[src/sbf_pkg.sv]
// Shared types, constants and helpers for the spring bond force pipeline.
package sbf_pkg;

    localparam int unsigned WORD_W  = 32;
    localparam int unsigned K_W     = 24;
    localparam int unsigned RHL_W   = 31;
    localparam int unsigned IDX_W   = 8;
    localparam int unsigned HALF_W  = 31;
    localparam int unsigned SQ_W    = 64;
    localparam int unsigned ROOT_W  = 32;
    localparam int unsigned SQREM_W = 34;
    localparam int unsigned PROD_W  = 63;
    localparam int unsigned DVREM_W = 33;
    localparam int unsigned FMAG_W  = 40;
    localparam int unsigned N_SQRT  = 32;
    localparam int unsigned N_DIV   = 32;

    localparam logic [IDX_W-1:0] REG_SPRING_CONSTANT  = 8'd0;
    localparam logic [IDX_W-1:0] REG_REST_HALF_LENGTH = 8'd1;

    localparam logic [K_W-1:0]   K_RESET   = 24'd65536;
    localparam logic [RHL_W-1:0] RHL_RESET = 31'd65536;

    localparam logic [WORD_W-1:0] SAT_POS = 32'h7FFF_FFFF;
    localparam logic [WORD_W-1:0] SAT_NEG = 32'h8000_0000;

    typedef struct packed {
        logic [HALF_W-1:0] hx;
        logic [HALF_W-1:0] hy;
        logic              nx;
        logic              ny;
    } half_t;

    typedef struct packed {
        half_t              h;
        logic [SQ_W-1:0]    s;
        logic [SQREM_W-1:0] rem;
        logic [ROOT_W-1:0]  root;
    } sq_t;

    typedef struct packed {
        logic [WORD_W-1:0]  num;
        logic [DVREM_W-1:0] rem;
        logic [WORD_W-1:0]  q;
    } lane_t;

    typedef struct packed {
        lane_t             lx;
        lane_t             ly;
        logic [ROOT_W-1:0] r;
        logic              nx;
        logic              ny;
        logic              ne;
        logic              zero;
        logic [WORD_W-1:0] energy;
    } dv_t;

    function automatic logic [WORD_W-1:0] force_of(input logic neg,
                                                   input logic [FMAG_W-1:0] m);
        logic [WORD_W-1:0] res;
        begin
            if (!neg)
                res = (m > FMAG_W'(SAT_POS)) ? SAT_POS : m[WORD_W-1:0];
            else if (m >= FMAG_W'(SAT_NEG))
                res = SAT_NEG;
            else
                res = (~m[WORD_W-1:0]) + WORD_W'(1);
            return res;
        end
    endfunction

endpackage

[src/sbf_div_cell.sv]
// One divider cell: settles one quotient bit in each of the two lanes.
module sbf_div_cell
    import sbf_pkg::*;
(
    input  logic clk,
    input  logic rst_n,
    input  logic in_valid,
    output logic in_ready,
    input  dv_t  in_data,
    output logic out_valid,
    input  logic out_ready,
    output dv_t  out_data
);
    logic valid_reg;
    dv_t  data_reg;
    dv_t  data_next;

    function automatic lane_t step(input lane_t l, input logic [ROOT_W-1:0] r);
        lane_t              o;
        logic [DVREM_W-1:0] rem2;
        begin
            rem2  = {l.rem[DVREM_W-2:0], l.num[WORD_W-1]};
            o.num = {l.num[WORD_W-2:0], 1'b0};
            if (rem2 >= DVREM_W'(r))
            begin
                o.rem = rem2 - DVREM_W'(r);
                o.q   = {l.q[WORD_W-2:0], 1'b1};
            end
            else
            begin
                o.rem = rem2;
                o.q   = {l.q[WORD_W-2:0], 1'b0};
            end
            return o;
        end
    endfunction

    assign in_ready = !valid_reg || out_ready;

    always_comb
    begin
        data_next    = in_data;
        data_next.lx = step(in_data.lx, in_data.r);
        data_next.ly = step(in_data.ly, in_data.r);
    end

    always_ff @(posedge clk or negedge rst_n)
    begin
        if (!rst_n)
            valid_reg <= 1'b0;
        else if (in_ready)
            valid_reg <= in_valid;
    end

    always_ff @(posedge clk)
    begin
        if (in_ready && in_valid)
            data_reg <= data_next;
    end

    assign out_valid = valid_reg;
    assign out_data  = data_reg;
endmodule

[config.mk]
export PLATFORM = sky130hd
export DESIGN_NAME = sbf_div_cell
export DESIGN_NICKNAME = d
export VERILOG_FILES = /design/src/sbf_pkg.sv /design/src/sbf_div_cell.sv
export SDC_FILE = /design/constraint.sdc
export NUM_CORES = 1
export LEC_CHECK = 0
export BUFFER_PORTS_ARGS = -buffer_cell sky130_fd_sc_hd__buf_2
export CORE_ASPECT_RATIO = 0.9
export CORE_MARGIN = 5
export CORE_UTILIZATION = 23
export CTS_CLUSTER_SIZE = 28
export DETAILED_ROUTE_END_ITERATION = 10
export GPL_TIMING_DRIVEN = 0
export PLACE_DENSITY = 0.43
export SYNTH_ARGS = -nofsm -noshare
export SYNTH_HDL_FRONTEND = slang
export SYNTH_SLANG_ARGS = --single-unit
[constraint.sdc]
create_clock -name clk -period 13 [get_ports clk]
set_input_delay 0.65 -clock clk [delete_from_list [all_inputs] [get_ports clk]]
set_output_delay 0.65 -clock clk [all_outputs]
set_load 0.02 [all_outputs]
; Yosys cells after proc, flatten, opt, wreduce, memory -nomap -nowiden
; Cells that the tools add are included.
[op_classes]
n_addsub = 2
multipliers = 0
n_div = 0
magnitude_cmp = 2
n_eq_ne = 0
shift = 0
muxes = 2
bitwise = 0
n_reduce_logical = 3
[op_table]
columns = operator, n
row1 = $mux W65, 2
row2 = $ge A33 B32 Y1, 2
row3 = $sub A33 B32 Y33, 2
row4 = $logic_and A1 B1 Y1, 1
row5 = $logic_not A1 Y1, 1
row6 = $logic_or A1 B1 Y1, 1
[word_totals]
ff_bits = 261
latchBits = 0
ramBits = 0
mem_bits_ro = 0
wordCells = 22
mem_count = 0

; Logic depth before layout (Yosys ltp)
[logic_depth]
depth_word = 3
depth_mapped = 13
ltp_nobuf = 11

; Least setup slack after synthesis
; OpenSTA, ideal clock, no wires.
[synth_timing]
path_type = input port to flip-flop
start = input port out_ready
end = register data_reg (netlist bit out_data[0]), enable pin
arrival_time_ns = 6.851
required_ns = 12.347
slack_ns = 5.496
stages = 2
n_path_buf = 0
path_cell_list = nand2b_1 -> and2_1
[synth_via]
elab_chain_cells = 2
[synth_rtl]
columns = item, line_no
row1 = start: declaration, sbf_div_cell.sv:11  ; input logic out_ready,
row2 = $logic_or A1 B1 Y1, sbf_div_cell.sv:38  ; assign in_ready = !valid_reg || out_ready;
row3 = $logic_and A1 B1 Y1, sbf_div_cell.sv:57  ; if (in_ready && in_valid)
row4 = end signal: assignment, sbf_div_cell.sv:58  ; data_reg <= data_next;
row5 = end: declaration, sbf_div_cell.sv:15  ; dv_t data_reg;
; Every way passes these cells.
; A chain may end at the register's enable or synchronous reset.

==> results.yml <==
route:
  drt-initial-drc-count: 448
  firstDrtPassIters: 4
  postRouteAntennaNets: 0
  viasPerCell: 4.40
  wire_per_inst_um: 22.9
  route.detailed.drc: 0
  routed_wl_um: 50100
  vias: 9603
yosys:
  synth_xor_area_share_pct: 3.68
  synth_area_leaders: "edfxtp_1 (63%), ha_1 (6.5%), a21oi_1 (3.1%)"
  synth-edff-count: 260
  synth_most_common_cell: "edfxtp_1"
  synthTopCellsByCount: "edfxtp_1 (260), a21oi_1 (77), ha_1 (64)"
  synth-simple-area-share_pct: 7.07
  synthMuxAreaShare_pct: 4.47
  yosysTopAreaCell: "edfxtp_1"
  synth_fa_ha_area_share_pct: 6.79
  synth_top_family_by_area: "compound AO/OA/AOI/OAI gates"
  yosysWarnings: 0
  ys_seq_area_share_pct: 63.2
  ys.flop_type: "edfxtp_1"
  synth-seq-cells: 261
  syn_area_mm2: 0.0124
  syn_inst: 890
  ys_types: 78
  avgSynthCellArea_um2: 13.9
  async_flop_share_pct: 0.383
  synth_compound_area_share_pct: 11.9
  yosysTopAreaCellShare_pct: 63.0
clock_tree:
  numCtsBuffers: 31
  post_cts_buffers: 0
  clk_pin_slew_ns: 0.06
  clock_path_buffers: 3
  cts-htree-levels: 1
  cts_tree: "built"
  cts_root_buf: "clkbuf_16"
  cts_resized: 0
  clock_latency_ns: 0.60
  clock-sinks: 261
sta:
  rsz0062_at_grt: "false"
  hold_viol: 0
  fmax_ghz: 0.249
  slew_violations: 0
  skew_ns: 0.0281
  period_minus_slack_ns: 4.01
  fin_crit_sh_pct: 30.9
  finalSetupViolCount: 0
  tightestPinTransition_ns: 1.03
  fin_tns_setup_ns: 0
  slew_headroom_pct: 29.7
worst_hold_path:
  min_to: "out_data[94]"
  hold_path.class: "input pin to flop"
  whs_path_depth: 1
  hold_start: "in_data[93]"
job:
  drv_cap: 0
run_status:
  outcome: "completed"
finish:
  drive_gt1_share_pct: 43.3
  nNetsFinal: 1784
  fill_cells: 5425
  syn2layout_area_growth_pct: 38.2
setup_path:
  cp-end-kind: "flop"
  cp-start-kind: "input pin"
  rr_endpoint: "out_data[141]"
  cp.arrival_ns: 4.36
  worstSetupPathType: "input pin to flop"
  required_ns: 13.35
  crit_fanout: 7
  rrSetupSlack_ns: 11.07
  rr_worst_depth: 4
  r2r-start: "out_valid"
placement:
  gp_congestion: 0.840
  portBuffers: 523
  dp_hpwl_um: 41500
floorplanning:
  start_util_pct: 23.3
  dieWidth_um: 255
  num_rows: 80
  core_area_mm2: 0.0532
  boundaryPins: 530
  die_height_um: 230
  die_area_mm2: 0.0586
power_and_ir_drop:
  finalPower_uw: 2450
  leakage_uw: 0.00741
  ir_drop_uv: 87.8
  p_per_area_mw_per_mm2: 143
grt:
  grt_max_degree: 72
  grt.total_usage_pct: 16.0
  grt_pass1_vias: 9729
  grt_overflow_total: 0
  grt_antenna_before_repair: 27
  grt_pass1_wl_um: 68500
[cells in the final DEF, fill, tap and decap left out, drive strengths merged, types with 7 or more instances in the layout]
cell and instances:
nand4 10, nand2 44, diode 11, bufinv 7, edfxtp 260, clkinv 12
clkbuf 49, o21ai 30, o21a 12, mux2 35, a21oi 79, and3 8
a211oi 8, a21o 32, nor2b 10, ha 64, nor2 51, buf 540
xor2 23, nor3 9, nand3 12, inv 52, xnor2 29, mux2i 7
[worst max-delay path: stages]
cell and delay, ns:
buf_2 0.10, inv_1 0.08, ha_1 0.39, a21oi_1 0.37, o21ai_0 0.20, a32o_1 0.29, a2111oi_0 0.89, o21ai_0 0.50
a41oi_1 0.46, xnor2_1 0.12, mux2_1 0.31
[registers in the layout, indices dropped and copies added (netlist names)]
register and cells:
out_valid 1, out_data 260
[worst max path at each step]
stage | slack [ns] | endpoint | start | depth (start not counted)
floorplan | 5.50 | out_data[0] | out_ready | 2
global placement | 2.43 | out_data[126] | out_ready | 3
detailed placement | 8.30 | out_data[227] | in_data[49] | 11
CTS | 8.94 | out_data[227] | in_data[49] | 11
global route | 8.89 | out_data[227] | in_data[49] | 11
finish | 8.99 | out_data[227] | in_data[49] | 11
[routing by layer]
layer / routed length, um / vias to the layer above / GRT usage (%)
met1: 17200 / 4581 / 16.0
li1: - / 4539 / -
met2: 26200 / 358 / 30.2
met5: 199 / - / 0
met3: 4960 / 95 / 6.89
met4: 1460 / 30 / 3.96
[cell type report]
cell class / count / area (um^2) / area share (%)
sequential: 261 / 7830 / 45.7
multi-input combinational: 553 / 4210 / 24.6
timing repair buffer: 528 / 2740 / 16.0
tap: 697 / 872 / 5.09
clock buffer: 35 / 791 / 4.62
clock inverter: 22 / 304 / 1.77
inverter: 50 / 188 / 1.10
buffer: 27 / 165 / 0.964
antenna: 11 / 27.5 / 0.161
[stage by stage]
| step | util (%) | area [um^2] | instances | setup WS (ns) | hold slack, ns |
|---|---|---|---|---|---|
| after floorplan | - | 12400 | 891 | 5.50 | 0.354 |
| after global placement | 29.9 | 15900 | 2111 | 2.43 | 0.425 |
| final | 32.2 | 17100 | 2184 | 8.99 | 0.223 |
| after global routing | 32.2 | 17100 | 2176 | 8.89 | 0.172 |
| after CTS | 32.2 | 17100 | 2173 | 8.94 | 0.164 |
| after detailed placement | 30.1 | 16000 | 2115 | 8.30 | 0.429 |
[logic make-up after synthesis]
kind of cell,Yosys count
other cells,1
buf+inv,77
xor+xnor,52
fa+ha+maj,66
flops,261
compound gates,216
simple gates,175
mux,42
[power by group]
| group | switching (uW) | leakage, uW | internal [uW] | total (uW) |
|---|---|---|---|---|
| Clock | 371 | 0.000536 | 576 | 947 |
| Combinational | 298 | 0.00440 | 190 | 488 |
| Sequential | 13.0 | 0.00248 | 1000 | 1020 |
[timing repair]
| action | 4_1_cts | 5_1_grt |
|---|---|---|
| hold endpoints to repair | 1 | 0 |
| endpoints found under the setup margin | 0 | 0 |
| hold buffers | 1 | 0 |
No activity file was read; power rests on OpenSTA's default activity.
