**config.mk**
```make
export PLATFORM = sky130hd
export DESIGN_NAME = sbf_front
export DESIGN_NICKNAME = d
export VERILOG_FILES = /design/src/sbf_pkg.sv /design/src/sbf_front.sv
export SDC_FILE = /design/constraint.sdc
export NUM_CORES = 2
export LEC_CHECK = 0
export ABC_AREA = 0
export BUFFER_PORTS_ARGS = -buffer_cell sky130_fd_sc_hd__buf_2
export CAP_MARGIN = 15
export CORE_UTILIZATION = 41
export DETAILED_ROUTE_END_ITERATION = 12
export GPL_TIMING_DRIVEN = 1
export SLEW_MARGIN = 20
export SYNTH_ARGS = -nofsm -noshare
export SYNTH_HDL_FRONTEND = slang
export SYNTH_SLANG_ARGS = --single-unit
```
**constraint.sdc**
```tcl
create_clock -name clk -period 10.3 [get_ports clk]
set_clock_uncertainty 0.15 [all_clocks]
set_input_delay 0.515 -clock clk [delete_from_list [all_inputs] [get_ports clk]]
set_output_delay 0.515 -clock clk [all_outputs]
set_load 0.1 [all_outputs]
```
**src/sbf_pkg.sv**
```systemverilog
// Shared types, constants and helpers for the spring bond force pipeline.
package sbf_pkg;

    localparam int unsigned WORD_W  = 32;
    localparam int unsigned K_W     = 24;
    localparam int unsigned RHL_W   = 31;
    localparam int unsigned IDX_W   = 8;
    localparam int unsigned HALF_W  = 31;
    localparam int unsigned SQ_W    = 64;
    localparam int unsigned ROOT_W  = 32;
    localparam int unsigned SQREM_W = 34;
    localparam int unsigned PROD_W  = 63;
    localparam int unsigned DVREM_W = 33;
    localparam int unsigned FMAG_W  = 40;
    localparam int unsigned N_SQRT  = 32;
    localparam int unsigned N_DIV   = 32;

    localparam logic [IDX_W-1:0] REG_SPRING_CONSTANT  = 8'd0;
    localparam logic [IDX_W-1:0] REG_REST_HALF_LENGTH = 8'd1;

    localparam logic [K_W-1:0]   K_RESET   = 24'd65536;
    localparam logic [RHL_W-1:0] RHL_RESET = 31'd65536;

    localparam logic [WORD_W-1:0] SAT_POS = 32'h7FFF_FFFF;
    localparam logic [WORD_W-1:0] SAT_NEG = 32'h8000_0000;

    typedef struct packed {
        logic [HALF_W-1:0] hx;
        logic [HALF_W-1:0] hy;
        logic              nx;
        logic              ny;
    } half_t;

    typedef struct packed {
        half_t              h;
        logic [SQ_W-1:0]    s;
        logic [SQREM_W-1:0] rem;
        logic [ROOT_W-1:0]  root;
    } sq_t;

    typedef struct packed {
        logic [WORD_W-1:0]  num;
        logic [DVREM_W-1:0] rem;
        logic [WORD_W-1:0]  q;
    } lane_t;

    typedef struct packed {
        lane_t             lx;
        lane_t             ly;
        logic [ROOT_W-1:0] r;
        logic              nx;
        logic              ny;
        logic              ne;
        logic              zero;
        logic [WORD_W-1:0] energy;
    } dv_t;

    function automatic logic [WORD_W-1:0] force_of(input logic neg,
                                                   input logic [FMAG_W-1:0] m);
        logic [WORD_W-1:0] res;
        begin
            if (!neg)
                res = (m > FMAG_W'(SAT_POS)) ? SAT_POS : m[WORD_W-1:0];
            else if (m >= FMAG_W'(SAT_NEG))
                res = SAT_NEG;
            else
                res = (~m[WORD_W-1:0]) + WORD_W'(1);
            return res;
        end
    endfunction

endpackage

```
**src/sbf_front.sv**
```systemverilog
// Front stages: half separation magnitudes, then squared length.
module sbf_front
    import sbf_pkg::*;
(
    input  logic               clk,
    input  logic               rst_n,
    input  logic               in_valid,
    output logic               in_ready,
    input  logic signed [31:0] a_x,
    input  logic signed [31:0] a_y,
    input  logic signed [31:0] b_x,
    input  logic signed [31:0] b_y,
    output logic               out_valid,
    input  logic               out_ready,
    output sq_t                out_data
);
    logic        h_valid_reg;
    half_t       h_reg;
    half_t       h_next;
    logic        s_valid_reg;
    sq_t         s_reg;
    sq_t         s_next;
    logic        h_ready;
    logic        s_ready;
    logic [32:0] dx;
    logic [32:0] dy;
    logic [32:0] mx;
    logic [32:0] my;

    assign s_ready  = !s_valid_reg || out_ready;
    assign h_ready  = !h_valid_reg || s_ready;
    assign in_ready = h_ready;

    always_comb
    begin
        dx = {b_x[31], b_x} - {a_x[31], a_x};
        dy = {b_y[31], b_y} - {a_y[31], a_y};
        mx = dx[32] ? (~dx + 33'd1) : dx;
        my = dy[32] ? (~dy + 33'd1) : dy;
        h_next.hx = mx[31:1];
        h_next.hy = my[31:1];
        h_next.nx = dx[32];
        h_next.ny = dy[32];
    end

    always_comb
    begin
        s_next.h    = h_reg;
        s_next.s    = SQ_W'(h_reg.hx) * SQ_W'(h_reg.hx) + SQ_W'(h_reg.hy) * SQ_W'(h_reg.hy);
        s_next.rem  = '0;
        s_next.root = '0;
    end

    always_ff @(posedge clk or negedge rst_n)
    begin
        if (!rst_n)
        begin
            h_valid_reg <= 1'b0;
            s_valid_reg <= 1'b0;
        end
        else
        begin
            if (h_ready)
                h_valid_reg <= in_valid;
            if (s_ready)
                s_valid_reg <= h_valid_reg;
        end
    end

    always_ff @(posedge clk)
    begin
        if (h_ready && in_valid)
            h_reg <= h_next;
        if (s_ready && h_valid_reg)
            s_reg <= s_next;
    end

    assign out_valid = s_valid_reg;
    assign out_data  = s_reg;
endmodule

```
# Yosys cells after proc, flatten, opt, wreduce, memory -nomap -nowiden

Index checks and enable logic that the tools add are counted.

$mul: 2
Reductions and logical operators: 6
Muxes and demuxes: 2
Bitwise logic cells: 2
Add/sub/neg operators: 5

Operators with widths:

| cell                                          | number |
|---|---|
| multiplier 31 x 31 -> 62 bit                  | 2 |
| subtractor 32 x 32 -> 33 bit                  | 2 |
| adder 32 x 1 -> 32 bit, second input constant | 2 |
| two-way mux 32 bit                            | 2 |
| NOT 32 bit                                    | 2 |
| adder 62 x 62 -> 63 bit                       | 1 |
| logical AND 1 bit                             | 2 |
| logical NOT 1 bit                             | 2 |
| logical OR 1 bit                              | 2 |

Bits in registers: 194
Logic and storage cells: 28
Input port bits: 132
Output and inout bits: 196

# Longest topological paths before layout

Word-level depth: 4
Gate-level depth with buffers: 34
Mapped depth without buffers: 32

# Least setup slack after synthesis

No wires, ideal clock.

Path type: register -> register
From: reg h_reg[50] (netlist bit)
To: reg s_reg (netlist bit out_data[124]), data pin
Cell stages (with the launch flop): 32
Period minus slack after synthesis: 8.975 ns
Setup time: 0.258 ns
Required time: 9.892 ns
Data arrival time: 8.566 ns
Path slack: 1.325 ns
Path through: edfxtp_1 clkbuf_1 clkbuf_1 nand2_1 fa_1 inv_1 fa_1 inv_1 fa_1 inv_1 fa_1 inv_1 fa_1 inv_1 fa_1 inv_1 fa_1 fa_1 fa_1 inv_1 ha_1 and2_1 a221o_1 or4_1 nor3_1 a211o_1 o31a_1 a21oi_1 a21o_1 a221o_1 a21oi_1 xnor2_1

RTL lines:

| item                   | line            | RTL |
|---|---|---|
| from (decl)            | sbf_front.sv:18 | `half_t h_reg;` |
| from (signal assigned) | sbf_front.sv:73 | `h_reg <= h_next;` |
| to (signal assigned)   | sbf_front.sv:75 | `s_reg <= s_next;` |
| to (decl)              | sbf_front.sv:21 | `sq_t s_reg;` |

==> impl_metrics.json <==
{
  "status": "complete, no violations",
  "netlist.area_leader.share": 0.4923,
  "whs_ns": 0.1007,
  "ys_ff_latch": 193,
  "core-area_um2": 160900,
  "cp-start-kind": "flip-flop",
  "ys_seq_area_frac": 0.08691,
  "drt_pass1_iterations": 8,
  "wl_per_cell_um": 18.35,
  "timing.fmax_ghz": 0.1011,
  "gp_congestion": 0.9142,
  "critical-path-max-stage-delay_ns": 0.85,
  "dpl.hpwl_um": 147800,
  "port_buffers": 260,
  "wl_met3_um": 5734,
  "min_path_type": "in2reg",
  "slowest_stage": "edfxtp_1",
  "min_to": "out_valid",
  "largest_reg_flops": 127,
  "period_minus_slack_ns": 9.888,
  "required_ns": 10.47,
  "first_global_vias": 50550,
  "clk_latency_ns": 0.57,
  "drtIter0Drc": 2152,
  "routed_wl_um": 170700,
  "io_pins": 328,
  "crit_fanout": 12,
  "reg2reg_to": "out_data[124]",
  "worst_slew_pin_slew_ns": 0.8758,
  "final.period_utilization": 0.9600,
  "setup_viol": 0,
  "synth_flop_cell": "edfxtp_1",
  "synth.avg_cell_area_um2": 9.586,
  "clock-sinks": 193,
  "die_w_um": 405.0,
  "die_h_um": 405.0,
  "arrival_ns": 10.06,
  "fin_util": 0.4420,
  "hold_viol_final": 0,
  "async_flop_share": 0.01036,
  "grt_pass1_wl_um": 272000,
  "grt.overflow.total": 0,
  "post-route-drc-count": 0,
  "reg2reg_depth": 28,
  "worstHoldStart": "out_ready",
  "grt_usage": 0.2194,
  "ys_top_cells_by_area": "fa_1, inv_1, ha_1",
  "critPathKind": "reg2reg",
  "initial_core_util": 0.4137,
  "syn_area_um2": 66570,
  "grt_max_degree": 55,
  "antenna_left": 0,
  "wl_met1_um": 61290,
  "syn2layout_area_growth_pct": 6.847,
  "synth_edf_count": 191,
  "rsz0062_at_grt": "false",
  "numCtsBuffers": 17,
  "path_common_cell": "fa_1",
  "slew_violations": 0,
  "htreeDepth": 4,
  "cts_tree": "done",
  "tns_ns": 0,
  "netlist_instances": 6945,
  "regToRegStartpoint": "h_reg[41]",
  "cts_root_buf": "clkbuf_16",
  "place_ws_ns": 0.2483,
  "die-area_um2": 164000,
  "cp-end-kind": "flip-flop",
  "regToRegSetupSlack_ns": 0.41,
  "clk_path_buf_depth": 2,
  "yosysUniqueCellTypes": 99,
  "wl_met2_um": 96540,
  "whs_path_depth": 3,
  "drive_gt1_frac": 0.06606,
  "slew_headroom": 0.4122,
  "yosysTopAreaCell": "fa_1",
  "fin_nets": 9437,
  "path_clk_slew_ns": 0.09,
  "yosys_warnings": 0,
  "drv_cap": 0,
  "top_layer": "met5",
  "rows": 147,
  "setup_slack_ns": 0.4116,
  "viasPerCell": 4.844,
  "vias": 45080,
  "antenna_found_initial": 3
}
metal layers:
layer / global-route usage / vias up
met5: 0 / -
met4: 0.08154 / 2
met3: 0.02270 / 268
met2: 0.4269 / 908
met1: 0.2424 / 23570
li1: - / 20330
metrics by stage:
| step | cell area, um^2 | instances |
|---|---|---|
| 6_report | 71130 | 9306 |
| 3_5_place_dp | 70290 | 9245 |
| 3_3_place_gp | 70290 | 9245 |
| 5_1_grt | 71130 | 9305 |
| 4_1_cts | 70880 | 9279 |
| 2_1_floorplan | 66820 | 7011 |
synthesized netlist by cell type, drive strengths merged (7+ instances only):
master / number
o211ai: 12
clkbuf: 214
nor2b: 24
xor2: 66
and2: 344
a2111oi: 7
or3: 8
nand4: 23
or2: 18
nand2: 659
o21ai: 93
xnor2: 123
a211oi: 21
a31oi: 19
buf: 79
edfxtp: 191
a21o: 73
and3: 21
nand3: 34
ha: 536
inv: 2240
o21bai: 20
nand2b: 25
nor2: 146
fa: 1637
o21a: 15
a21oi: 145
nor3: 25
worst max-delay path by stage:
| stage | from | to | slack [ns] | cells after the start |
|---|---|---|---|---|
| after detailed placement | h_reg[37] | out_data[128] | 0.25 | 27 |
| after floorplan | h_reg[50] | out_data[124] | 1.33 | 31 |
| after global placement | h_reg[37] | out_data[126] | 0.39 | 27 |
| after CTS | h_reg[37] | out_data[126] | 0.25 | 27 |
| after global routing | h_reg[46] | out_data[128] | 0.03 | 29 |
| final | h_reg[41] | out_data[124] | 0.41 | 28 |
cell families after synthesis:
logic type,Yosys count,share of synthesized area
AO/OA/AOI/OAI,488,0.04855
flip-flops,193,0.08691
adder cells (fa/ha/maj),2173,0.5930
AND/OR/NAND/NOR,1360,0.09818
buffers and inverters,2534,0.1472
other,1,0.00005633
XOR/XNOR,189,0.02498
multiplexers,7,0.001090
cells in the final DEF, fill, tap and decap left out, drive strengths merged, types with 23 or more instances in the layout:
cell    instances
a21o           73
a21oi         145
and2          344
buf           392
conb           67
edfxtp        191
fa           1637
ha            536
inv          2248
nand2         659
nand2b         25
nand3          34
nand4          23
nor2          146
nor2b          24
nor3           25
o21ai          93
xnor2         123
xor2           66
worst max-delay path: cells and delay by family (launching register included):
family                     cells  cell delay (ns)
buffers and inverters          6             0.61
xor gates and xnor gates       1             0.09
DFF                            1             0.85
adders and majority gates     10             4.95
and+or+nand+nor                3             0.90
AOI/OAI and AO/OA              8             2.08
final cells by class:
cell class                      instances  area (um^2)
Fill cell                           15690        89800
Timing Repair Buffer                  395         2405
Tap cell                             2160         2703
Clock buffer                           18        429.2
Sequential cell                       193         5786
Clock inverter                         14        145.1
Multi-Input combinational cell       4284        51250
Antenna cell                            1        2.502
Inverter                             2241         8412
timing repair:
item                       4_1_cts  5_1_grt
setup buffers                    0       26
resized for setup                0        1
hold endpoints to repair         3        0
hold buffers                     2        0
setup endpoints to repair        0        4
Power is not shown: default switching activity piles up to over one toggle a cycle in this logic, so the estimate is an artifact.
