$ cat src/sbf_pkg.sv
// Shared types, constants and helpers for the spring bond force pipeline.
package sbf_pkg;

    localparam int unsigned WORD_W  = 32;
    localparam int unsigned K_W     = 24;
    localparam int unsigned RHL_W   = 31;
    localparam int unsigned IDX_W   = 8;
    localparam int unsigned HALF_W  = 31;
    localparam int unsigned SQ_W    = 64;
    localparam int unsigned ROOT_W  = 32;
    localparam int unsigned SQREM_W = 34;
    localparam int unsigned PROD_W  = 63;
    localparam int unsigned DVREM_W = 33;
    localparam int unsigned FMAG_W  = 40;
    localparam int unsigned N_SQRT  = 32;
    localparam int unsigned N_DIV   = 32;

    localparam logic [IDX_W-1:0] REG_SPRING_CONSTANT  = 8'd0;
    localparam logic [IDX_W-1:0] REG_REST_HALF_LENGTH = 8'd1;

    localparam logic [K_W-1:0]   K_RESET   = 24'd65536;
    localparam logic [RHL_W-1:0] RHL_RESET = 31'd65536;

    localparam logic [WORD_W-1:0] SAT_POS = 32'h7FFF_FFFF;
    localparam logic [WORD_W-1:0] SAT_NEG = 32'h8000_0000;

    typedef struct packed {
        logic [HALF_W-1:0] hx;
        logic [HALF_W-1:0] hy;
        logic              nx;
        logic              ny;
    } half_t;

    typedef struct packed {
        half_t              h;
        logic [SQ_W-1:0]    s;
        logic [SQREM_W-1:0] rem;
        logic [ROOT_W-1:0]  root;
    } sq_t;

    typedef struct packed {
        logic [WORD_W-1:0]  num;
        logic [DVREM_W-1:0] rem;
        logic [WORD_W-1:0]  q;
    } lane_t;

    typedef struct packed {
        lane_t             lx;
        lane_t             ly;
        logic [ROOT_W-1:0] r;
        logic              nx;
        logic              ny;
        logic              ne;
        logic              zero;
        logic [WORD_W-1:0] energy;
    } dv_t;

    function automatic logic [WORD_W-1:0] force_of(input logic neg,
                                                   input logic [FMAG_W-1:0] m);
        logic [WORD_W-1:0] res;
        begin
            if (!neg)
                res = (m > FMAG_W'(SAT_POS)) ? SAT_POS : m[WORD_W-1:0];
            else if (m >= FMAG_W'(SAT_NEG))
                res = SAT_NEG;
            else
                res = (~m[WORD_W-1:0]) + WORD_W'(1);
            return res;
        end
    endfunction

endpackage

$ cat src/sbf_back.sv
// Back stages: scale by stiffness, then saturate into the result register.
module sbf_back
    import sbf_pkg::*;
(
    input  logic               clk,
    input  logic               rst_n,
    input  logic [K_W-1:0]     spring_constant,
    input  logic               in_valid,
    output logic               in_ready,
    input  dv_t                in_data,
    output logic               out_valid,
    input  logic               out_ready,
    output logic signed [31:0] force_a_x,
    output logic signed [31:0] force_a_y,
    output logic signed [31:0] force_b_x,
    output logic signed [31:0] force_b_y,
    output logic        [31:0] potential_energy
);
    logic              p_valid_reg, o_valid_reg;
    logic              p_ready, o_ready;
    logic [WORD_W-1:0] ddx, ddy;
    logic [55:0]       px_full, py_full;
    logic [FMAG_W-1:0] p_mx_reg, p_my_reg;
    logic              p_sx_reg, p_sy_reg, p_zx_reg, p_zy_reg;
    logic [WORD_W-1:0] p_energy_reg;
    logic [WORD_W-1:0] fax_reg, fay_reg, fbx_reg, fby_reg, en_reg;

    assign o_ready  = !o_valid_reg || out_ready;
    assign p_ready  = !p_valid_reg || o_ready;
    assign in_ready = p_ready;

    assign ddx     = in_data.zero ? '0 : in_data.lx.q;
    assign ddy     = in_data.zero ? '0 : in_data.ly.q;
    assign px_full = 56'(spring_constant) * 56'(ddx);
    assign py_full = 56'(spring_constant) * 56'(ddy);

    always_ff @(posedge clk or negedge rst_n)
    begin
        if (!rst_n)
        begin
            p_valid_reg <= 1'b0;
            o_valid_reg <= 1'b0;
        end
        else
        begin
            if (p_ready)
                p_valid_reg <= in_valid;
            if (o_ready)
                o_valid_reg <= p_valid_reg;
        end
    end

    always_ff @(posedge clk)
    begin
        if (p_ready && in_valid)
        begin
            p_mx_reg     <= px_full[55:16];
            p_my_reg     <= py_full[55:16];
            p_zx_reg     <= (ddx == '0);
            p_zy_reg     <= (ddy == '0);
            p_sx_reg     <= (in_data.nx != in_data.ne) && (ddx != '0);
            p_sy_reg     <= (in_data.ny != in_data.ne) && (ddy != '0);
            p_energy_reg <= in_data.energy;
        end
        if (o_ready && p_valid_reg)
        begin
            fax_reg <= force_of(p_sx_reg, p_mx_reg);
            fay_reg <= force_of(p_sy_reg, p_my_reg);
            fbx_reg <= force_of(!p_sx_reg && !p_zx_reg, p_mx_reg);
            fby_reg <= force_of(!p_sy_reg && !p_zy_reg, p_my_reg);
            en_reg  <= p_energy_reg;
        end
    end

    assign out_valid        = o_valid_reg;
    assign force_a_x        = fax_reg;
    assign force_a_y        = fay_reg;
    assign force_b_x        = fbx_reg;
    assign force_b_y        = fby_reg;
    assign potential_energy = en_reg;
endmodule

$ cat config.mk
export PLATFORM = sky130hd
export DESIGN_NAME = sbf_back
export DESIGN_NICKNAME = d
export VERILOG_FILES = /design/src/sbf_pkg.sv /design/src/sbf_back.sv
export SDC_FILE = /design/constraint.sdc
export NUM_CORES = 2
export LEC_CHECK = 0
export BUFFER_PORTS_ARGS = -buffer_cell sky130_fd_sc_hd__buf_2
export CORE_ASPECT_RATIO = 0.6
export CORE_UTILIZATION = 56
export CTS_BUF_LIST = sky130_fd_sc_hd__clkbuf_2 sky130_fd_sc_hd__clkbuf_4 sky130_fd_sc_hd__clkbuf_8
export CTS_CLUSTER_SIZE = 10
export DETAILED_ROUTE_END_ITERATION = 16
export MAX_ROUTING_LAYER = met4
export PLACE_DENSITY = 0.76
export SETUP_SLACK_MARGIN = 0.4
export SYNTH_ARGS = -nofsm -noshare
export SYNTH_HDL_FRONTEND = slang
export SYNTH_SLANG_ARGS = --single-unit
$ cat constraint.sdc
create_clock -name clk -period 4.55 [get_ports clk]
set_clock_uncertainty 0.1 [all_clocks]
set_input_delay 0.6825 -clock clk [delete_from_list [all_inputs] [get_ports clk]]
set_output_delay 0.6825 -clock clk [all_outputs]
set_load 0.02 [all_outputs]
# [Word level (Yosys, flattened, before mapping)]
# Index checks and enable logic that the tools add are counted.
[totals] elab_cells=54 register_bits=278 input_bits=290 output_inout_bits=162
[classes] n_lt_le_gt_ge=4 bitwise_logic=2 add_sub_neg=2 n_reduce_logical=18 muxes=10 n_eq_ne=2 multipliers=2
[ops] cell="32-bit two-way mux" n=10
[ops] cell="24-bit by 32-bit multiplier with 56-bit output" n=2
[ops] cell="40-bit by 32-bit greater-or-equal comparator with 1-bit output (second input constant)" n=2
[ops] cell="40-bit by 31-bit greater-than comparator with 1-bit output (second input constant)" n=2
[ops] cell="32-bit by 1-bit adder with 32-bit output (second input constant)" n=2
[ops] cell="32-bit logical NOT" n=2
[ops] cell="32-bit NOT" n=2
[ops] cell="32-bit nonzero test" n=2
[ops] cell="1-bit logical AND" n=6
[ops] cell="1-bit logical NOT" n=6
[ops] cell="1-bit logical OR" n=2
[ops] cell="1-bit != test" n=2

# [Depth between registers and ports, before layout]
[depth] word_depth=4 depth_mapped=30 ltp_nobuf=27

# [Worst setup path before layout]
# Ideal clock, no wire load.
[synth_path] kind="input-to-reg" startpoint="in in_data[32] (netlist bit)" endpoint="reg p_my_reg[35], data pin" n_path_buf=3 arrival_time_ns=7.575 setup_ns=0.265 t_required_ns=4.185 setup_slack_ns=-3.390 path_stages=26 cell_sequence="clkbuf_1 clkbuf_1 nor2b_1 clkbuf_1 nand2_1 fa_1 inv_1 fa_1 inv_1 fa_1 inv_1 fa_1 fa_1 fa_1 fa_1 ha_1 nand2_1 nor4_1 o211ai_1 a21oi_1 o21ai_0 a2111oi_2 o31ai_1 or2_2 o21ai_0 xor2_1"
[synth_between] elab_chain_len=2
[synth_rtl] item="start: declaration" line_no="sbf_back.sv:10" source="input dv_t in_data,"
[synth_rtl] item="32-bit two-way mux" line_no="sbf_back.sv:33" source="assign ddy = in_data.zero ? '0 : in_data.ly.q;"
[synth_rtl] item="24-bit by 32-bit multiplier with 56-bit output" line_no="sbf_back.sv:35" source="assign py_full = 56'(spring_constant) * 56'(ddy);"
[synth_rtl] item="via py_full[51]" line_no="sbf_back.sv:22" source="logic [55:0] px_full, py_full;"
[synth_rtl] item="end signal: assignment" line_no="sbf_back.sv:58" source="p_my_reg <= py_full[55:16];"
[synth_rtl] item="end: declaration" line_no="sbf_back.sv:23" source="logic [FMAG_W-1:0] p_mx_reg, p_my_reg;"
# The timed path passes the listed nets, and every way through them passes these cells.
# A chain may end at the register's enable or synchronous reset.

# [Worst setup path in the final report]
[layout_path] startpoint="in in_data[32] (netlist bit)" endpoint="reg p_mx_reg[29], data pin"
[layout_between] elab_chain_len=2
[layout_rtl] item="32-bit two-way mux" line_no="sbf_back.sv:32" source="assign ddx = in_data.zero ? '0 : in_data.lx.q;"
[layout_rtl] item="24-bit by 32-bit multiplier with 56-bit output" line_no="sbf_back.sv:34" source="assign px_full = 56'(spring_constant) * 56'(ddx);"
[layout_rtl] item="via px_full[45]" line_no="sbf_back.sv:22"
[layout_rtl] item="end signal: assignment" line_no="sbf_back.sv:57" source="p_mx_reg <= px_full[55:16];"
[layout_rtl] item="end: declaration" line_no="sbf_back.sv:23"
# The timed path passes the listed nets, and every way through them passes these cells.

==> results <==
- The tightest slew margin relative to the limit is 0.200.
- The worst-case IR drop observed on VDD is 1.66 mV.
- The total power divided by cell area is 864 nW/um^2.
- The wire length of the first global-routing pass is 286000 um.
- The worst-skew pair later-pin latency is 0.67 ns.
- Derived from the worst setup path, the maximum achievable clock frequency is 138 MHz.
- Yosys attributes the largest share of cell area to fa_1, edfxtp_1, inv_1, and2_1, ha_1.
- The slack of the critical path is -2.69 ns.
- From left edge to right edge, the die measures 424 um.
- Relative to the synthesized area, the layout overhead comes to 20.7%.
- The design draws 62.4 mW.
- The average instance in the mapped netlist occupies 9.53 sq um.
- The number of antenna violations at the first check in global routing is 21.
- The tightest min-delay check is of the input port to register type.
- Wires add up to 181000 um.
- The class of the most critical setup path is input port to register.
- The count of final hold-check violations is 0.
- The worst-margin pin slew is 1.20 ns.
- Data arrives at the worst endpoint at 7.51 ns.
- The number of global-route vias before repair is 50900.
- The share of synthesized area occupied by flip-flops and latches is 0.139.
- The floorplan step defined a die boundary enclosing 108000 sq um.
- The endpoint identified for the worst register-to-register timing path is force_b_y[30].
- In this run the worst setup path terminates at p_mx_reg[29].
- The post-layout minimum cycle time is 7.24 ns.
- The number of slew-limit violations in the final report came to 0.
- The checks that failed: design-rule violations, negative setup slack.
- Of all nets on the critical path, the largest fanout is 6.
- For this design, the sink count on the clock tree is 278.
- The first TritonRoute pass finished after 13 iterations.
- The H-tree was split into 2 levels.
- The number of cells traversed by the worst register-to-register path is 12.
- The number of enable-type register cells in the synthesized netlist is 276.
- For this run, the number of standard cells in the final layout without fillers is 8515.
- The initialized floorplan defines 92 standard-cell rows.
- The final weighted congestion in routability-driven placement is 1.00.
- TritonCTS built the clock tree.
- The most used flip-flop cell after synthesis is edfxtp_1.
- The critical path startpoint category is an input port.
- Synthesis inferred 278 register bits.
- In this run, the number of DRC markers left after iteration 0 of detailed routing was 5126.
- The number of distinct library cell variants in the gate-level netlist after synthesis is 73.
- The number of routed nets with antenna violations is 0.
- The HPWL after detailed placement is 145000 um.
- The share of cells above drive strength 1 is 0.212.
- For the worst setup path, the data required time is 4.82 ns.
- The number of nets in the layout is 9021.
- The clock-pin slew on the worst setup and hold paths is 0.07 ns.
- After detailed routing, the number of remaining DRC violations is 2.
- The cell count after placement is 8253.
- Summed over all layers, the global routing overflow is 0.
- In this run the worst setup path begins at in_data[32].
- The tool flagged a number of max-cap violations equal to 0.
- For this design the static power due to leakage is 35.1 nW.
- The wire length per cell after detailed routing is 21.2 um.
- The vias per cell is 5.64.
- The final period utilization is 1.59.
- The run finished, with violations left.
- The overall die height is 255 um.
- Synthesis produced a netlist with a net count of 8240.
- Yosys printed 0 warnings.
- The type of element capturing the critical path is a register.
- The overall via count from detail_route is 48100.
- The mapped netlist covers 59900 sq um.
- Setup repair after global routing could not meet its margin everywhere.
- The maximum number of pins on one net before global-route repair is 71.
- The final setup violation count is 80.
- The flop-to-flop setup slack is 0.48 ns.
- No sink is reached through more buffers than the 3 on the longest clock path.
- Buffers inserted during clock tree synthesis total 45.
- After synthesis, the share of flip-flops with an asynchronous set or reset is 0.00719.
- The count of filler cells inserted in the layout is 7874.
- The total global routing track utilization is 0.352.
- The core region area is 105000 sq um.
- The most area-hungry cell type in the Yosys netlist is fa_1.
- Counting every instance in the synthesized netlist gives 6278.
- The top-level I/O count is 452.
- CTS placed an instance of clkbuf_8 at the clock tree root.
- For this configuration, the core starts out at a cell density of 0.568.
- The number of port buffers is 289.
- The worst register-to-register path begins at p_my_reg[0].
- The share of the synthesized area in the top cell type is 0.439.
synth_stat cells (25+ instances only):
master	count
nor2b_1	78
xnor2_1	50
o311ai_0	104
fa_1	1314
nand4_1	25
a21oi_1	94
nor2_1	107
nor3_1	52
edfxtp_1	276
ha_1	358
o21ai_0	131
a21o_1	55
and2_1	780
nor4_1	26
xor2_1	29
nand2_1	872
inv_1	1382
buf_1	27
clkbuf_1	325
through the flow:
stage                     hold slack, ns   util  TNS, ns  instance area, sq um  setup slack [ns]
after floorplan                    0.287      -  -186.22                 61400             -2.71
after global routing              0.0778  0.685  -195.70                 72200             -2.82
after CTS                         0.0744  0.677  -171.74                 71400             -2.55
final                              0.108  0.685  -183.93                 72200             -2.69
after global placement             0.300  0.646  -241.33                 68100             -3.55
after detailed placement           0.305  0.646  -251.37                 68100             -3.64
placed cells by master, fill, tap and decap left out, types with 96 or more instances in the layout:
cell type / synthesis / layout
inv_1: 1382 / 1361
ha_1: 358 / 320
buf_4: 1 / 608
nand2_1: 872 / 842
fa_1: 1314 / 1286
edfxtp_1: 276 / 276
o21ai_0: 131 / 104
nor2_1: 107 / 96
buf_12: 0 / 109
and2_1: 780 / 755
o311ai_0: 104 / 103
buf_2: 5 / 283
worst max-delay path, cell delays in order:
cell and delay [ns]:
buf_16 0.14, buf_6 0.15, nor2b_4 0.16, buf_4 0.14, buf_4 0.10, nand2_1 0.07
fa_1 0.51, inv_1 0.06, fa_1 0.53, inv_1 0.07, fa_1 0.54, inv_1 0.06
fa_1 0.48, fa_1 0.50, fa_1 0.50, inv_1 0.05, fa_1 0.48, inv_1 0.06
ha_4 0.28, nand2_1 0.09, o21ai_2 0.18, a21bo_4 0.28, o211ai_1 0.49, nand3_2 0.25
o31a_1 0.36, o21ai_2 0.18, xor2_2 0.10
worst min-delay path by stage:
stage,startpoint,endpoint,depth (start not counted)
after floorplan,rst_n,out_valid,0
after global placement,p_energy_reg[25],potential_energy[25],0
after detailed placement,p_energy_reg[13],potential_energy[13],0
after CTS,in_data[16],p_energy_reg[16],1
after global routing,in_data[16],p_energy_reg[16],1
final,in_data[14],p_energy_reg[14],1
report_power, final:
| part | total (mW) | switching (mW) | internal, mW |
|---|---|---|---|
| clock network | 2.07 | 1.07 | 1.00 |
| registers | 5.68 | 0.645 | 5.04 |
| logic | 54.6 | 28.2 | 26.5 |
| total | 62.4 | 29.9 | 32.5 |
routing by layer:
metal	GRT usage	up-vias	routed length, um	share of wire
met2	0.492	2912	77300	0.43
met3	0.0770	378	21200	0.12
li1	-	20500	-	-
met5	-	-	0	0
met4	0.111	0	6860	0.038
met1	0.509	24300	75500	0.42
kinds of logic after synthesis:
group	Yosys count	share of synthesized area
XOR/XNOR	79	0.0116
flip-flops	278	0.139
adder cells (fa/ha/maj)	1672	0.514
buffers and inverters	1741	0.109
AO/OA/AOI/OAI	466	0.0523
AND/OR/NAND/NOR	2042	0.173
repair_timing:
action | in CTS | in global routing
cloned | 6 | 0
endpoints found under the hold margin | 2 | 0
pin swaps | 167 | 110
setup buffers | 128 | 34
hold buffers | 1 | 0
endpoints found under the setup margin | 80 | 87
gates resized for setup | 259 | 115
area by class of cell:
class | count | area [sq um] | share of cell area
diodes | 20 | 50.0 | 0.000693
clock buffers | 55 | 701 | 0.00970
clock inverters | 18 | 83.8 | 0.00116
inverters | 1382 | 5190 | 0.0718
multi-input cells | 4262 | 46800 | 0.648
flip-flops and latches | 278 | 8340 | 0.115
well taps | 1410 | 1760 | 0.0244
repair buffers | 1090 | 9270 | 0.128
Power figures use the tool's default switching activity.
