`src/sbf_pkg.sv`:
```
// Shared types, constants and helpers for the spring bond force pipeline.
package sbf_pkg;

    localparam int unsigned WORD_W  = 32;
    localparam int unsigned K_W     = 24;
    localparam int unsigned RHL_W   = 31;
    localparam int unsigned IDX_W   = 8;
    localparam int unsigned HALF_W  = 31;
    localparam int unsigned SQ_W    = 64;
    localparam int unsigned ROOT_W  = 32;
    localparam int unsigned SQREM_W = 34;
    localparam int unsigned PROD_W  = 63;
    localparam int unsigned DVREM_W = 33;
    localparam int unsigned FMAG_W  = 40;
    localparam int unsigned N_SQRT  = 32;
    localparam int unsigned N_DIV   = 32;

    localparam logic [IDX_W-1:0] REG_SPRING_CONSTANT  = 8'd0;
    localparam logic [IDX_W-1:0] REG_REST_HALF_LENGTH = 8'd1;

    localparam logic [K_W-1:0]   K_RESET   = 24'd65536;
    localparam logic [RHL_W-1:0] RHL_RESET = 31'd65536;

    localparam logic [WORD_W-1:0] SAT_POS = 32'h7FFF_FFFF;
    localparam logic [WORD_W-1:0] SAT_NEG = 32'h8000_0000;

    typedef struct packed {
        logic [HALF_W-1:0] hx;
        logic [HALF_W-1:0] hy;
        logic              nx;
        logic              ny;
    } half_t;

    typedef struct packed {
        half_t              h;
        logic [SQ_W-1:0]    s;
        logic [SQREM_W-1:0] rem;
        logic [ROOT_W-1:0]  root;
    } sq_t;

    typedef struct packed {
        logic [WORD_W-1:0]  num;
        logic [DVREM_W-1:0] rem;
        logic [WORD_W-1:0]  q;
    } lane_t;

    typedef struct packed {
        lane_t             lx;
        lane_t             ly;
        logic [ROOT_W-1:0] r;
        logic              nx;
        logic              ny;
        logic              ne;
        logic              zero;
        logic [WORD_W-1:0] energy;
    } dv_t;

    function automatic logic [WORD_W-1:0] force_of(input logic neg,
                                                   input logic [FMAG_W-1:0] m);
        logic [WORD_W-1:0] res;
        begin
            if (!neg)
                res = (m > FMAG_W'(SAT_POS)) ? SAT_POS : m[WORD_W-1:0];
            else if (m >= FMAG_W'(SAT_NEG))
                res = SAT_NEG;
            else
                res = (~m[WORD_W-1:0]) + WORD_W'(1);
            return res;
        end
    endfunction

endpackage

```
`src/sbf_sqrt_cell.sv`:
```
// One square root cell: settles one root bit from two radicand bits.
module sbf_sqrt_cell
    import sbf_pkg::*;
(
    input  logic clk,
    input  logic rst_n,
    input  logic in_valid,
    output logic in_ready,
    input  sq_t  in_data,
    output logic out_valid,
    input  logic out_ready,
    output sq_t  out_data
);
    logic               valid_reg;
    sq_t                data_reg;
    sq_t                data_next;
    logic [SQREM_W-1:0] rem2;
    logic [SQREM_W-1:0] trial;

    assign in_ready = !valid_reg || out_ready;

    always_comb
    begin
        rem2  = {in_data.rem[SQREM_W-3:0], in_data.s[SQ_W-1:SQ_W-2]};
        trial = {in_data.root, 2'b01};
        data_next   = in_data;
        data_next.s = {in_data.s[SQ_W-3:0], 2'b00};
        if (rem2 >= trial)
        begin
            data_next.rem  = rem2 - trial;
            data_next.root = {in_data.root[ROOT_W-2:0], 1'b1};
        end
        else
        begin
            data_next.rem  = rem2;
            data_next.root = {in_data.root[ROOT_W-2:0], 1'b0};
        end
    end

    always_ff @(posedge clk or negedge rst_n)
    begin
        if (!rst_n)
            valid_reg <= 1'b0;
        else if (in_ready)
            valid_reg <= in_valid;
    end

    always_ff @(posedge clk)
    begin
        if (in_ready && in_valid)
            data_reg <= data_next;
    end

    assign out_valid = valid_reg;
    assign out_data  = data_reg;
endmodule

```
`config.mk`:
```
export PLATFORM = sky130hd
export DESIGN_NAME = sbf_sqrt_cell
export DESIGN_NICKNAME = d
export VERILOG_FILES = /design/src/sbf_pkg.sv /design/src/sbf_sqrt_cell.sv
export SDC_FILE = /design/constraint.sdc
export NUM_CORES = 1
export LEC_CHECK = 0
export BUFFER_PORTS_ARGS = -buffer_cell sky130_fd_sc_hd__clkbuf_2
export CAP_MARGIN = 15
export CELL_PAD_IN_SITES_DETAIL_PLACEMENT = 0
export CELL_PAD_IN_SITES_GLOBAL_PLACEMENT = 1
export CORE_MARGIN = 2
export CORE_UTILIZATION = 37
export CTS_CLUSTER_DIAMETER = 200
export CTS_CLUSTER_SIZE = 30
export DETAILED_ROUTE_END_ITERATION = 8
export GPL_ROUTABILITY_DRIVEN = 0
export PLACE_DENSITY = 0.86
export SLEW_MARGIN = 5
export SYNTH_ARGS = -nofsm -noshare
export SYNTH_HDL_FRONTEND = slang
export SYNTH_SLANG_ARGS = --single-unit
```
`constraint.sdc`:
```
create_clock -name clk -period 6.4 [get_ports clk]
set_input_delay 0.32 -clock clk [delete_from_list [all_inputs] [get_ports clk]]
set_output_delay 0.32 -clock clk [all_outputs]
set_load 0.01 [all_outputs]
```
# Yosys cells after proc, flatten, opt, wreduce, memory -nomap -nowiden
# Index checks and enable logic that the tools add are counted.
# Widths: inputs -> output; s select.
[classes] addsub=1 order_cmp=1 mux=1 n_reduce_logical=3
[ops] cell="$mux 66" n=1
[ops] cell="$ge 34x34->1" n=1
[ops] cell="$sub 34x34->34" n=1
[ops] cell="$logic_and 1x1->1" n=1
[ops] cell="$logic_not 1->1" n=1
[ops] cell="$logic_or 1x1->1" n=1
[word_totals] ff_bits=193

# Longest topological paths before layout
# Gate-level depths: netlist of the first run.
[depth] ltp_word=3 depth_mapped=14

# Worst setup path before layout of the first run
# Ideal clock, no wire load.
[synth_path] kind="register -> register" start="register valid_reg (netlist: out_valid)" end="register data_reg, in the netlist out_data[0], enable pin" arrival_ns=4.987 t_required_ns=5.824 path_slack_ns=0.837 stages_incl_launch_ff=3 path_buffers=0 period_less_slack_ns=5.563 cell_sequence="dfrtp_1 nand2b_1 and2_1"
[synth_via] elab_chain_len=3
[synth_lines] element="start, declared" line="sbf_sqrt_cell.sv:14" rtl="logic valid_reg;"
[synth_lines] element="start signal, assigned" line="sbf_sqrt_cell.sv:45" rtl="valid_reg <= in_valid;"
[synth_lines] element="$logic_not 1->1" line="sbf_sqrt_cell.sv:20" rtl="assign in_ready = !valid_reg || out_ready;"
[synth_lines] element="$logic_or 1x1->1" line="sbf_sqrt_cell.sv:20"
[synth_lines] element="via in_ready" line="sbf_sqrt_cell.sv:8" rtl="output logic in_ready,"
[synth_lines] element="$logic_and 1x1->1" line="sbf_sqrt_cell.sv:50" rtl="if (in_ready && in_valid)"
[synth_lines] element="end signal, assigned" line="sbf_sqrt_cell.sv:51" rtl="data_reg <= data_next;"
[synth_lines] element="end, declared" line="sbf_sqrt_cell.sv:15" rtl="sq_t data_reg;"
# The timed path passes the listed nets, and every way through them passes these cells.
# A chain may end at the register's enable or synchronous reset.

==> flow_summary.ini, run 1 <==
[outcome]
status = complete, no violations

[cts]
cts_tree = yes
clkLatencyLatePin_ns = 0.44
clockRootBuffer = clkbuf_16
cts_buffers = 17
cts.sink_count = 193
cts_buffer_depth = 2
cts_resized = 0
clkTransAtPathRegs_ns = 0.09
htree_levels = 4

[die]
die_area_sq_um = 24100
die_w_um = 155
start_util_pct = 37.6
io_pins = 394
row_count = 55
core-area_sq_um = 22600
fp.dieH_um = 155

[placed_design]
port_buffers = 389
pre_cts_ws_ns = 2.83
dp.final_hpwl_um = 21100
dp.cells = 1220

[logic_synthesis]
synth_top_area_share_pct = 68.0
synthTopCellsByArea = edfxtp_1, ha_1, mux2_4, a21oi_1, inv_1
avgSynthCellArea_sq_um = 15.2
synth_compound_area_share_pct = 10.7
ys_ff_latch = 193
synth_xor_area_share_pct = 2.69
synthArstFlopShare_pct = 0.518
synth-adder-area-share_pct = 5.02
synth_area_leader_cell = edfxtp_1
synth_cell_types = 67
ys_seq_area_share_pct = 68.3
synth_top_family_by_area = compound AO/OA/AOI/OAI gates
synth.cell_area_sq_um = 8480
synth_top_flop_cell = edfxtp_1
yosysWarnings = 0
synth-edff-count = 192
synthMuxAreaShare_pct = 3.79
synth_cells = 557
post_synth_and_or_nand_nor_area_fraction_pct = 6.35

[setup_path]
worst_ep_arrival_time_ns = 3.20
cp_cell_sequence = clkbuf_2 -> inv_1 -> ha_1 -> and3_1 -> nand4_1 -> nor4_1 -> a21o_1 -> a21o_1 -> a21o_1 -> nor2_8 -> inv_8 -> mux2_2
crit_path_max_incr_delay_ns = 0.46
critPathSlowestCell = a21o_1
critPathMaxFanout = 31
reg2reg_slack_ns = 4.31
reg2reg_to = out_data[73]$_DFFE_PP_
required_ns = 6.58
crit_buf_inv = 3
cp-start-kind = primary input
crit_type = primary input to register
r2r_start = out_valid$_DFFE_PN0N_
cp-end-kind = register
cpLargestDelayFamily = simple AND/OR/NAND/NOR gates
r2r_cells = 3
path_common_cell = a21o_1

[global_route]
grt_pass1_vias = 6074
grt.busiest_layer = met2
grt_pass1_wl_um = 37900
gr-total-overflow = 0
use_met1_pct = 27.4
grt_use_total_pct = 21.5
grt.met2_usage_pct = 34.5
antenna_found_initial = 7
grtUsageMet3_pct = 7.05
grt_max_degree = 176

[cells_and_area]
area_delta_synth_final_pct = 34.1
post_route_cells_drive_above_1_share_pct = 48.0
fillers = 1989
nNetsFinal = 1187
final_util_pct = 50.4
final_cells = 1255

[timing]
clock.fmax_mhz = 331
fin_ws_ns = 3.38
fin_crit_ns = 3.02
finalMaxSlewViolations = 0
finalSetupViolCount = 0
tightest_slew_ns = 0.985
tns_ns = 0
max-slew-margin-rel_pct = 34.4
fin_crit_sh_pct = 47.2
hold_viol = 0
rsz0062_at_grt = false
skew_ns = 0.0121

[power]
powerDensity_nw_per_um2 = 278
p_leak_nw = 5.07
ir_worst_vdd_uv = 149
design_power_total_mw = 3.16

[detailed_routing]
firstDrtPassIters = 5
drc = 0
wl_per_cell_um = 21.6
viasPerCell = 5.02
drt_iter0_markers = 429
ant_nets = 0
routed_wl_um = 27100
dr_total_vias = 6306

[min_path]
min_from = in_data[98]
holdPathStages = 1
hold_class = primary input to register
min_delay_worst_endpoint = out_data[100]$_DFFE_PP_

[flow_run]
cap_violations = 0
[final cells by class]
cell class              instances  area, sq um  area share [%]
clock inverters                15          218            1.91
inverters                      43          169            1.49
diodes                          2         5.00          0.0440
repair buffers                391         1980            17.4
well taps                     285          357            3.14
flip-flops and latches        193         5790            50.9
multi-input cells             309         2430            21.4
clock buffers                  17          425            3.74
[flip-flops by register name, indices dropped and copies added, names as in the netlist]
name       count
out_data     192
out_valid      1
[metrics by stage]
stage / cell area (sq um) / hold WS (ns)
6_report: 11400 / 0.0451
3_5_place_dp: 10700 / 0.0953
3_3_place_gp: 10700 / 0.0950
2_1_floorplan: 8480 / 0.0244
4_1_cts: 11400 / 0.0286
5_1_grt: 11400 / 0.0281
[cells in the mapped netlist, types with 8 or more instances]
master / count
o21ai_0: 22
edfxtp_1: 192
xnor2_1: 17
nor2_1: 18
ha_1: 34
mux2_4: 20
a21oi_1: 41
nor3_1: 10
nand3_1: 11
inv_1: 42
nand2_1: 24
xor2_1: 9
and3_1: 8
a21o_1: 16
[routing by layer]
layer	wire length [um]	share of wire, %
met3	2240	8.3
met4	787	2.9
met2	12700	47
met5	75	0.28
met1	11300	42
[cell usage in the layout (no fill, tap or decap), types with 9 or more instances in the layout]
master     netlist  layout
nor3_1          10      10
nand2_1         24      24
a21o_1          16      16
a21oi_1         41      41
o21ai_0         22      22
ha_1            34      34
xor2_1           9       9
mux2_4          20      20
nor2_1          18      18
xnor2_1         17      17
clkbuf_16        0      17
nand3_1         11      11
clkbuf_2         0     389
edfxtp_1       192     192
inv_1           42      42
[worst max-delay path by stage]
stage | start | to | slack, ns | cells after the start
5_1_grt | in_data[7] | out_data[35]$_DFFE_PP_ | 3.15 | 12
6_report | in_data[7] | out_data[35]$_DFFE_PP_ | 3.38 | 12
3_3_place_gp | in_data[7] | out_data[35]$_DFFE_PP_ | 2.86 | 12
2_1_floorplan | out_valid$_DFFE_PN0N_ | out_data[0]$_DFFE_PP_ | 0.84 | 2
4_1_cts | in_data[7] | out_data[35]$_DFFE_PP_ | 3.30 | 12
3_5_place_dp | in_data[7] | out_data[35]$_DFFE_PP_ | 2.83 | 12
[power by group]
| part | internal (mW) | total [mW] | switching (mW) |
|---|---|---|---|
| Combinational | 0.224 | 0.528 | 0.304 |
| Sequential | 1.49 | 1.51 | 0.0207 |
| Clock | 0.546 | 1.12 | 0.573 |
| Total | 2.26 | 3.16 | 0.897 |
[kinds of logic (layout without fill, tap and decap cells)]
family | Yosys count | after routing
flops | 193 | 193
compound gates | 127 | 127
simple gates | 98 | 98
buf+inv | 56 | 466
fa+ha+maj | 34 | 34
xor+xnor | 26 | 26
mux | 22 | 22
other cells | 1 | 4
[what timing repair did]
action	4_1_cts	5_1_grt
hold buffers	1	0
buffers inserted	0	0
hold endpoints to repair	1	0
(Power assumes the default switching activity.)
==> inputs of run 2 (changes only) <==
==> constraint.sdc (replaced) <==
create_clock -name clk -period 2.9 [get_ports clk]
set_input_delay 0.145 -clock clk [delete_from_list [all_inputs] [get_ports clk]]
set_output_delay 0.145 -clock clk [all_outputs]
set_load 0.01 [all_outputs]
==> run 2 against run 1 <==
Compared with the run above:
- critical path depth unchanged
- total power rose by 130%
- first-iteration DRC count is 17% lower
- hold slack worse by 0.0097 ns
- via count up 12%
- largest power group unchanged
==> flow_summary.ini, run 2 (synthesis gave the netlist of run 1 again) <==
[cts]
htree_levels = 4
clkLatencyLatePin_ns = 0.43
cts_buffers = 17
clkTransAtPathRegs_ns = 0.08
cts.sink_count = 193
clockRootBuffer = clkbuf_16
cts_tree = yes
cts_buffer_depth = 2

[cells_and_area]
post_route_cells_drive_above_1_share_pct = 44.5
layout.cells.most_common_list = clkbuf_2, edfxtp_1, dlygate4sd3_1, inv_1, a21oi_1
area_delta_synth_final_pct = 58.4
regArea_sq_um = 5790
final_common_cell = clkbuf_2
fillers = 1817
multi_input_area_sq_um = 2590
final_util_pct = 59.5
nNetsFinal = 1377
final_area_sq_um = 13400
final_cells = 1446
largest_reg_flops = 192

[setup_path]
worst_ep_arrival_time_ns = 3.01
critPathMaxFanout = 6
cpLargestDelayFamily = compound AO/OA/AOI/OAI gates
crit_buf_inv = 3
cp-start-kind = primary input
cp_cell_sequence = dlygate4sd3_1 -> clkbuf_2 -> inv_1 -> ha_2 -> nand2_1 -> a221oi_4 -> a211oi_1 -> nor2_2 -> a41oi_2 -> o311ai_1 -> o311ai_2 -> mux2_4
crit_path_max_incr_delay_ns = 0.53
cp-end-kind = register
critPathSlowestCell = dlygate4sd3_1
required_ns = 3.09
crit_type = primary input to register

[power]
design_power_total_mw = 7.36
p_leak_nw = 5.92
ir_worst_vdd_uv = 401
powerDensity_nw_per_um2 = 548

[timing]
finalMaxSlewViolations = 0
fin_crit_ns = 2.83
hold_viol = 0
max-slew-margin-rel_pct = 57.6
finalSetupViolCount = 0
fin_crit_sh_pct = 97.4
clock.fmax_mhz = 354
tns_ns = 0
fin_ws_ns = 0.0744
hold_slack_ns = 0.0355
skew_ns = 0.0176
tightest_slew_ns = 0.637

[detailed_routing]
viasPerCell = 4.88
routed_wl_um = 30100
dr_total_vias = 7054
drt_iter0_markers = 358
drc = 0
wl_per_cell_um = 20.8
firstDrtPassIters = 5
ant_nets = 0

[global_route]
grt_max_degree = 58
grt_use_total_pct = 24.2
gr-total-overflow = 0
grt_pass1_vias = 7187
antenna_found_initial = 5
grt_pass1_wl_um = 43300

[placed_design]
dp.final_hpwl_um = 21600
placed_cell_area_sq_um = 11000
dp.cells = 1249
port_buffers = 389
pre_cts_ws_ns = 0.0847

[die]
row_count = 55
core-area_sq_um = 22600
fp.dieH_um = 155
io_pins = 394
die_area_sq_um = 24100
start_util_pct = 37.6
die_w_um = 155

[outcome]
status = complete, no violations

[flow_run]
cap_violations = 0

[min_path]
hold_class = primary input to register
## run 2: changes by cell type in the layout (fill, tap and decap cells not counted), sizes merged
| cell | before | now |
|---|---|---|
| buf | 1 | 32 |
| diode | 2 | 3 |
| dlygate4sd3 | 1 | 161 |
| bufinv | 0 | 1 |
| clkbuf | 406 | 405 |
| clkinvlp | 1 | 0 |
## run 2: final cells by class
| class | count | share of cell area [%] |
|---|---|---|
| sequential | 193 | 43.1 |
| timing repair buffer | 581 | 28.8 |
| multi-input combinational | 309 | 19.3 |
| clock buffer | 17 | 3.17 |
| tap | 285 | 2.65 |
| clock inverter | 15 | 1.68 |
| inverter | 43 | 1.26 |
| antenna | 3 | 0.0559 |
## run 2: worst paths after layout
| check | endpoint | startpoint | slack (ns) | depth (start not counted) |
|---|---|---|---|---|
| min | out_data[60]$_DFFE_PP_ | in_data[58] | 0.04 | 2 |
| max reg2reg | out_data[94]$_DFFE_PP_ | out_valid$_DFFE_PN0N_ | 1.07 | 3 |
| max | out_data[63]$_DFFE_PP_ | in_data[6] | 0.07 | 12 |
| min reg2reg | out_data[177]$_DFFE_PP_ | out_valid$_DFFE_PN0N_ | 1.05 | 2 |
| max in group asynchronous | out_valid$_DFFE_PN0N_ | rst_n | 2.24 | 3 |
| min in group asynchronous | out_valid$_DFFE_PN0N_ | rst_n | 0.56 | 3 |
## run 2: routing by layer
metal	global-route usage, %	vias up	part of all wire (%)
met5	0	-	0.12
met4	11.0	6	4.2
met3	7.10	67	6.9
met2	39.9	312	48
met1	29.5	3367	41
li1	-	3302	-
## run 2: repair_timing
item                       4_1_cts  5_1_grt
hold buffers                   161        0
buffers inserted                 0        2
hold endpoints to repair       159        0
resized for setup                0       29
setup endpoints to repair        0       27
## run 2: power by group
part / switching [mW] / internal [mW]
registers: 0.0524 / 3.29
logic: 0.758 / 0.720
clock network: 1.25 / 1.28
total: 2.07 / 5.29
